===== src/lmlt_pkg.sv =====
// ----------------------------------------------------------------------------
// lmlt_pkg
// Shared types, timing constants and helpers for the LCD mode/line timer.
// ----------------------------------------------------------------------------
package lmlt_pkg;

    // Mode lengths in machine cycles and line limits
    localparam int unsigned HBLANK_CYCLES      = 204;
    localparam int unsigned VBLANK_LINE_CYCLES = 456;
    localparam int unsigned OAM_CYCLES         = 80;
    localparam int unsigned TRANSFER_CYCLES    = 172;
    localparam int unsigned VISIBLE_LINES      = 144;
    localparam int unsigned LAST_LINE          = 153;

    // Field widths
    localparam int unsigned ELAPSED_W = 6;
    localparam int unsigned ACCUM_W   = 10;
    localparam int unsigned LINE_W    = 8;

    // APB register map
    localparam int unsigned ADDR_W = 4;
    localparam int unsigned DATA_W = 32;

    typedef enum logic [1:0] {
        REG_LCD_ENABLE  = 2'd0,
        REG_COMPARE     = 2'd1,
        REG_COINC_IRQEN = 2'd2,
        REG_UNUSED      = 2'd3
    } lmlt_reg_t;

    typedef enum logic [1:0] {
        LCD_HBLANK   = 2'd0,
        LCD_VBLANK   = 2'd1,
        LCD_OAM_SCAN = 2'd2,
        LCD_XFER     = 2'd3
    } lcd_mode_t;

    // Timer state carried between requests
    typedef struct packed {
        lcd_mode_t           mode;
        logic [ACCUM_W-1:0]  accum;
        logic [LINE_W-1:0]   line;
        logic                coinc;
    } lmlt_state_t;

    // Configuration seen by the step logic
    typedef struct packed {
        logic               lcd_enable;
        logic [LINE_W-1:0]  compare_line;
        logic               coinc_irq_enable;
    } lmlt_cfg_t;

    // Per-request event pulses
    typedef struct packed {
        logic vblank_irq;
        logic lcd_irq;
        logic render_line;
    } lmlt_pulse_t;

    // Length of the given mode in machine cycles
    function automatic logic [ACCUM_W-1:0] mode_length(lcd_mode_t m);
        logic [ACCUM_W-1:0] len;
        case (m)
            LCD_HBLANK:   len = ACCUM_W'(HBLANK_CYCLES);
            LCD_VBLANK:   len = ACCUM_W'(VBLANK_LINE_CYCLES);
            LCD_OAM_SCAN: len = ACCUM_W'(OAM_CYCLES);
            default:      len = ACCUM_W'(TRANSFER_CYCLES);
        endcase
        return len;
    endfunction

endpackage


===== src/lmlt_step.sv =====
// ----------------------------------------------------------------------------
// lmlt_step
// Next-state logic for one tick: when enabled, accumulate cycles, advance the
// mode at most once, step the line and run the coincidence check.
// ----------------------------------------------------------------------------
module lmlt_step
    import lmlt_pkg::*;
(
    input  lmlt_state_t           cur,
    input  lmlt_cfg_t             cfg,
    input  logic [ELAPSED_W-1:0]  elapsed_cycles,
    output lmlt_state_t           nxt,
    output lmlt_pulse_t           pulse
);

    logic [ACCUM_W-1:0] limit;
    logic [ACCUM_W-1:0] sum;
    logic [LINE_W-1:0]  line_inc;
    logic               do_compare;
    logic [LINE_W-1:0]  cmp_line;

    assign limit    = mode_length(cur.mode);
    assign sum      = cur.accum + ACCUM_W'(elapsed_cycles);
    assign line_inc = cur.line + LINE_W'(1);

    // Mode advance
    always_comb begin
        nxt        = cur;
        pulse      = '0;
        do_compare = 1'b0;
        cmp_line   = cur.line;
        if (cfg.lcd_enable) begin
            nxt.accum = sum;
            if (sum >= limit) begin
                nxt.accum = sum - limit;
                unique case (cur.mode)
                    LCD_HBLANK: begin
                        nxt.line   = line_inc;
                        do_compare = 1'b1;
                        if (line_inc < LINE_W'(VISIBLE_LINES)) begin
                            nxt.mode = LCD_OAM_SCAN;
                        end else begin
                            nxt.mode         = LCD_VBLANK;
                            pulse.vblank_irq = 1'b1;
                        end
                    end
                    LCD_VBLANK: begin
                        do_compare = 1'b1;
                        if (cur.line >= LINE_W'(LAST_LINE)) begin
                            nxt.line = '0;
                            nxt.mode = LCD_OAM_SCAN;
                        end else begin
                            nxt.line = line_inc;
                        end
                    end
                    LCD_OAM_SCAN: begin
                        nxt.mode = LCD_XFER;
                    end
                    LCD_XFER: begin
                        nxt.mode          = LCD_HBLANK;
                        pulse.render_line = 1'b1;
                    end
                    default: begin
                        nxt.mode = cur.mode;
                    end
                endcase
            end
            cmp_line = nxt.line;
        end
        // Coincidence check on line change only
        if (do_compare) begin
            nxt.coinc     = (cmp_line == cfg.compare_line);
            pulse.lcd_irq = (cmp_line == cfg.compare_line) && cfg.coinc_irq_enable;
        end
    end

endmodule


===== src/lcd_mode_line_timing.sv =====
// ----------------------------------------------------------------------------
// lcd_mode_line_timing
// Scanline mode and line sequencer driven by elapsed-cycle ticks.
// ----------------------------------------------------------------------------
// One tick request is taken per clock when not stalled. Its result appears
// on the m_ channel in the cycle after acceptance, from a single output
// register fed by the add/compare/mode-advance logic; s_ready stays high
// while that register is empty or being drained, so ticks stream at one per
// cycle under no backpressure. Configuration (enable, compare line,
// coincidence interrupt enable) is written over APB at byte addresses 0, 4 and 8.
module lcd_mode_line_timing
    import lmlt_pkg::*;
(
    input  logic                 aclk,
    input  logic                 aresetn,

    input  logic                 s_valid,
    output logic                 s_ready,
    input  logic [ELAPSED_W-1:0] s_elapsed_cycles,

    output logic                 m_valid,
    input  logic                 m_ready,
    output logic [1:0]           m_mode,
    output logic [LINE_W-1:0]    m_line,
    output logic                 m_coincidence,
    output logic                 m_vblank_irq,
    output logic                 m_lcd_irq,
    output logic                 m_render_line,

    input  logic                 psel,
    input  logic                 penable,
    input  logic                 pwrite,
    input  logic [ADDR_W-1:0]    paddr,
    input  logic [DATA_W-1:0]    pwdata,
    output logic [DATA_W-1:0]    prdata,
    output logic                 pready
);

    lmlt_cfg_t   cfg_reg;
    lmlt_state_t state_reg;
    lmlt_state_t state_next;
    lmlt_pulse_t pulse_next;
    lmlt_pulse_t pulse_reg;
    logic        m_valid_reg;
    logic        accept;
    logic        cfg_write;
    lmlt_reg_t   reg_sel;

    assign pready    = 1'b1;
    assign reg_sel   = lmlt_reg_t'(paddr[3:2]);
    assign cfg_write = psel && penable && pwrite && pready;

    // Configuration registers
    always_ff @(posedge aclk) begin
        if (!aresetn) begin
            cfg_reg.lcd_enable       <= 1'b1;
            cfg_reg.compare_line     <= '0;
            cfg_reg.coinc_irq_enable <= 1'b0;
        end else if (cfg_write) begin
            unique case (reg_sel)
                REG_LCD_ENABLE:  cfg_reg.lcd_enable       <= pwdata[0];
                REG_COMPARE:     cfg_reg.compare_line     <= pwdata[LINE_W-1:0];
                REG_COINC_IRQEN: cfg_reg.coinc_irq_enable <= pwdata[0];
                default:         ;
            endcase
        end
    end

    // Register readback
    always_comb begin
        prdata = '0;
        unique case (reg_sel)
            REG_LCD_ENABLE:  prdata[0]          = cfg_reg.lcd_enable;
            REG_COMPARE:     prdata[LINE_W-1:0] = cfg_reg.compare_line;
            REG_COINC_IRQEN: prdata[0]          = cfg_reg.coinc_irq_enable;
            default:         prdata             = '0;
        endcase
    end

    // Handshake: take a request whenever the output slot frees up
    assign s_ready = !m_valid_reg || m_ready;
    assign accept  = s_valid && s_ready;

    lmlt_step u_step (
        .cur            (state_reg),
        .cfg            (cfg_reg),
        .elapsed_cycles (s_elapsed_cycles),
        .nxt            (state_next),
        .pulse          (pulse_next)
    );

    // Timer state
    always_ff @(posedge aclk) begin
        if (!aresetn) begin
            state_reg.mode  <= LCD_OAM_SCAN;
            state_reg.accum <= '0;
            state_reg.line  <= '0;
            state_reg.coinc <= 1'b0;
        end else if (accept) begin
            state_reg <= state_next;
        end
    end

    // Output valid
    always_ff @(posedge aclk) begin
        if (!aresetn) begin
            m_valid_reg <= 1'b0;
        end else if (s_ready) begin
            m_valid_reg <= s_valid;
        end
    end

    // Output pulses (payload, no reset)
    always_ff @(posedge aclk) begin
        if (accept) begin
            pulse_reg <= pulse_next;
        end
    end

    // Result fields mirror the updated state
    assign m_valid       = m_valid_reg;
    assign m_mode        = state_reg.mode;
    assign m_line        = state_reg.line;
    assign m_coincidence = state_reg.coinc;
    assign m_vblank_irq  = pulse_reg.vblank_irq;
    assign m_lcd_irq     = pulse_reg.lcd_irq;
    assign m_render_line = pulse_reg.render_line;

endmodule


===== config.mk =====
export PLATFORM = sky130hd
export DESIGN_NAME = lcd_mode_line_timing
export DESIGN_NICKNAME = d
export VERILOG_FILES = /design/src/lmlt_pkg.sv /design/src/lmlt_step.sv /design/src/lcd_mode_line_timing.sv
export SDC_FILE = /design/constraint.sdc
export NUM_CORES = 1
export LEC_CHECK = 0
export ABC_AREA = 0
export BUFFER_PORTS_ARGS = -buffer_cell sky130_fd_sc_hd__buf_4
export CAP_MARGIN = 20
export CORE_MARGIN = 2
export CORE_UTILIZATION = 45
export CTS_CLUSTER_SIZE = 30
export DETAILED_ROUTE_END_ITERATION = 12
export PLACE_DENSITY = 0.81
export SKIP_LAST_GASP = 1
export SLEW_MARGIN = 20
export SYNTH_ARGS = -nofsm -noshare
export SYNTH_HDL_FRONTEND = slang
export SYNTH_HIERARCHICAL = 1
export SYNTH_SLANG_ARGS = --single-unit

===== constraint.sdc =====
create_clock -name aclk -period 4.4 [get_ports aclk]
set_input_delay 0.88 -clock aclk [delete_from_list [all_inputs] [get_ports aclk]]
set_output_delay 0.88 -clock aclk [all_outputs]
set_load 0.02 [all_outputs]

==> results.py <==
metrics = {
    "layout": {
        "nFillCells": 727,
        "fin_cells": 590,
        "finalNetCount": 560,
        "syn_to_final_growth_pct": 10.3,
        "drive_above_1_share_pct": 20.7,
        "n_antenna_cell": 0,
    },
    "synthesis": {
        "synth_top_area_cell": "dfxtp_1",
        "synth_seq_area_share_pct": 20.5,
        "synth_top_area_share_pct": 18.0,
        "netlist_area_mm2": 0.00357,
        "async_flop_share_pct": 0,
        "synth_seq_cells": 35,
        "synthDistinctLibCells": 71,
        "synth_edf_count": 3,
        "ys.flop_type": "dfxtp_1",
        "yosysWarnings": 6,
        "syn-instance-count": 457,
        "synth_area_leaders": "dfxtp_1 (18%), ha_1 (7.7%), buf_4 (7.6%)",
        "synth.avg_cell_area_um2": 7.80,
    },
    "drt": {
        "drtIter0Drc": 221,
        "drc_errors": 0,
        "vias": 3371,
        "dr.pass1.iters": 5,
        "routed_wl_um": 8490,
        "ant_nets": 0,
        "routedWlPerCell_um": 14.4,
        "vias_per_cell": 5.71,
    },
    "worst_setup_path": {
        "crit_path_cell_trace": "buf_4 -> ha_1 -> fa_1 -> a211oi_1 -> o21bai_1 -> a21o_1 -> nor2b_1 -> xnor2_1 -> ha_1 -> buf_4 -> nand2_1 -> a21oi_1 -> a211oi_2 -> nand2_2 -> mux2_1 -> a21oi_2 -> nand3_1 -> a21boi_0",
        "crit_slowest_cell": "fa_1",
        "end_kind": "flop",
        "rr_endpoint": "state_reg[12]",
        "worst-path-buf-inv": 2,
        "required_ns": 4.62,
        "critPathMaxFanout": 6,
        "r2r_cells": 17,
        "slowest_delay_ns": 0.43,
        "cp_top_family": "compound AO/OA/AOI/OAI gates",
        "reg2reg_slack_ns": 0.59,
        "crit_type": "input pin to flop",
        "regToRegStartpoint": "state_reg[9]",
        "crit_path_start_kind": "input pin",
        "crit_arrival_ns": 4.37,
    },
    "clock_tree": {
        "numCtsBuffers": 5,
        "clock_sinks": 35,
        "clk_pin_slew_ns": 0.08,
        "clock-root-buffer": "clkbuf_8",
        "cts_tree": "built",
        "clockBufferDepth": 2,
        "h-tree-depth": 2,
        "insertion_delay_ns": 0.29,
    },
    "timing": {
        "finalCritPeriodShare_pct": 94.5,
        "fin_crit_ns": 4.16,
        "finClkSkew_ns": 0.00579,
        "rsz0062_at_grt": "no",
        "setup_ws_ns": 0.244,
        "finalSetupViolCount": 0,
        "relSlewSlack_pct": 47.4,
        "max_freq_ghz": 0.241,
        "hold_viol": 0,
        "final-max-slew-violation-count": 0,
        "tightest_slew_ns": 0.780,
    },
    "die": {
        "num_io_pins": 98,
        "die_area_mm2": 0.00865,
        "die_h_um": 93.0,
        "core_area_mm2": 0.00769,
        "initial_utilization_pct": 46.4,
        "rows": 32,
        "dieWidth_um": 93.0,
    },
    "global_route": {
        "grt.total_usage_pct": 20.0,
        "grt_pass1_wl_um": 14300,
        "grt_max_degree": 41,
        "first_global_vias": 3167,
        "globalRouteOverflowTotal": 0,
        "antenna_found_initial": 0,
    },
    "placed_design": {
        "hpwl_um": 6230,
        "port_buffers": 46,
        "dpl.cell_count": 582,
        "gp_congestion": 0.898,
        "pre_cts_slack_ns": -0.00228,
    },
    "min_path": {
        "min_from": "cfg_reg[8]",
        "holdPathStages": 2,
        "holdCritPathClass": "flop to flop",
        "whs_endpoint": "cfg_reg[8]",
    },
    "status": {
        "status": "finished clean",
    },
    "job": {
        "drv_cap": 0,
    },
    "power_and_ir_drop": {
        "p_total_mw": 2.32,
        "peakVddDrop_uv": 256,
        "leakagePower_nw": 1.67,
        "p_per_area_mw_per_mm2": 590,
    },
}
## final cells by class
| type | instances | area (um2) | area share [%] |
|---|---|---|---|
| multi-input cells | 363 | 2440 | 62.0 |
| flip-flops and latches | 35 | 731 | 18.6 |
| repair buffers | 61 | 470 | 12.0 |
| well taps | 102 | 128 | 3.24 |
| inverters | 21 | 78.8 | 2.00 |
| clock buffers | 5 | 68.8 | 1.75 |
| clock inverters | 3 | 18.8 | 0.477 |
## cell usage after synthesis (5+ instances only)
| cell | number |
|---|---|
| inv_1 | 21 |
| nor2b_1 | 5 |
| a21oi_1 | 19 |
| o21ai_0 | 40 |
| nand3_1 | 30 |
| nand2_1 | 39 |
| and2_1 | 5 |
| ha_1 | 22 |
| clkbuf_1 | 12 |
| mux2i_1 | 18 |
| a21boi_0 | 20 |
| nor3_1 | 6 |
| nor2_1 | 25 |
| xnor2_1 | 11 |
| buf_4 | 36 |
| buf_2 | 5 |
| a31oi_1 | 5 |
| and2_2 | 7 |
| and3_1 | 6 |
| nand2b_1 | 5 |
| dfxtp_1 | 32 |
## worst register-to-register path, stage by stage, from the launching register on
cell,delay (ns)
dfxtp_1,0.33
ha_1,0.23
fa_1,0.43
a211oi_1,0.23
o21bai_1,0.13
a21o_1,0.23
nor2b_1,0.17
xnor2_1,0.20
ha_1,0.29
buf_4,0.15
nand2_1,0.05
a21oi_1,0.06
a211oi_2,0.28
nand2_2,0.18
mux2_1,0.40
a21oi_2,0.14
nand3_1,0.08
a21boi_0,0.16
## worst max path at each step
stage	startpoint	end	slack, ns	cells past startpoint
after floorplan	s_elapsed_cycles[4]	m_mode[0]	0.27	17
after global placement	s_elapsed_cycles[0]	m_line[7]	0.08	19
after detailed placement	s_elapsed_cycles[0]	state_reg[12]	-0.002	18
after CTS	s_elapsed_cycles[0]	state_reg[12]	0.25	18
after global routing	s_elapsed_cycles[0]	m_line[7]	0.02	20
final	s_elapsed_cycles[0]	state_reg[12]	0.24	18
## metrics by stage
stage	hold WS, ns	utilization, %	area [um2]	setup TNS (ns)
finish	0.492	51.2	3930	0
global route	0.512	51.2	3930	0
CTS	0.499	51.1	3930	0
detailed placement	0.486	49.9	3840	-0.00228
global placement	0.472	49.9	3840	0
floorplan	0.455	-	3650	0
## timing repair
| item | in CTS | in global routing |
|---|---|---|
| setup endpoints to repair | 0 | 1 |
| resized for setup | 0 | 2 |
| buffers inserted | 0 | 0 |
| hold buffers | 0 | 0 |
## report_power, final
group / switching (mW) / internal, mW / total (mW)
registers: 0.0560 / 0.369 / 0.425
logic: 0.859 / 0.796 / 1.65
clock network: 0.131 / 0.111 / 0.241
total: 1.05 / 1.28 / 2.32
## metal layers
metal  wire length, um  GRT usage [%]  vias up
li1                  -              -     1616
met1              3660           25.8     1602
met2              4080           35.1      143
met3               650           3.06       10
met4                98           4.90        0
met5                 0              0        -
## kinds of logic (layout without fill, tap and decap cells)
group                      after synthesis  after routing  share of synthesized area (%)
xor gates and xnor gates                15             15                           3.68
adders and majority gates               24             24                           8.84
DFF                                     35             35                           20.5
buffers and inverters                   82             90                           13.8
muxes                                   24             24                           6.95
other                                    2             25                          0.211
and+or+nand+nor                        149            149                           21.6
AOI/OAI and AO/OA                      126            126                           24.5
## placed cells by master (no fill, tap or decap), drive strengths merged, types with 7 or more instances in the layout
master / count
o21ai: 40
nor2b: 7
a21oi: 21
conb: 25
buf: 61
inv: 22
dfxtp: 32
nor2: 25
mux2i: 18
nand2: 42
a21boi: 23
nand3: 30
ha: 22
and2: 13
xnor2: 11
(Power assumes the default switching activity.)
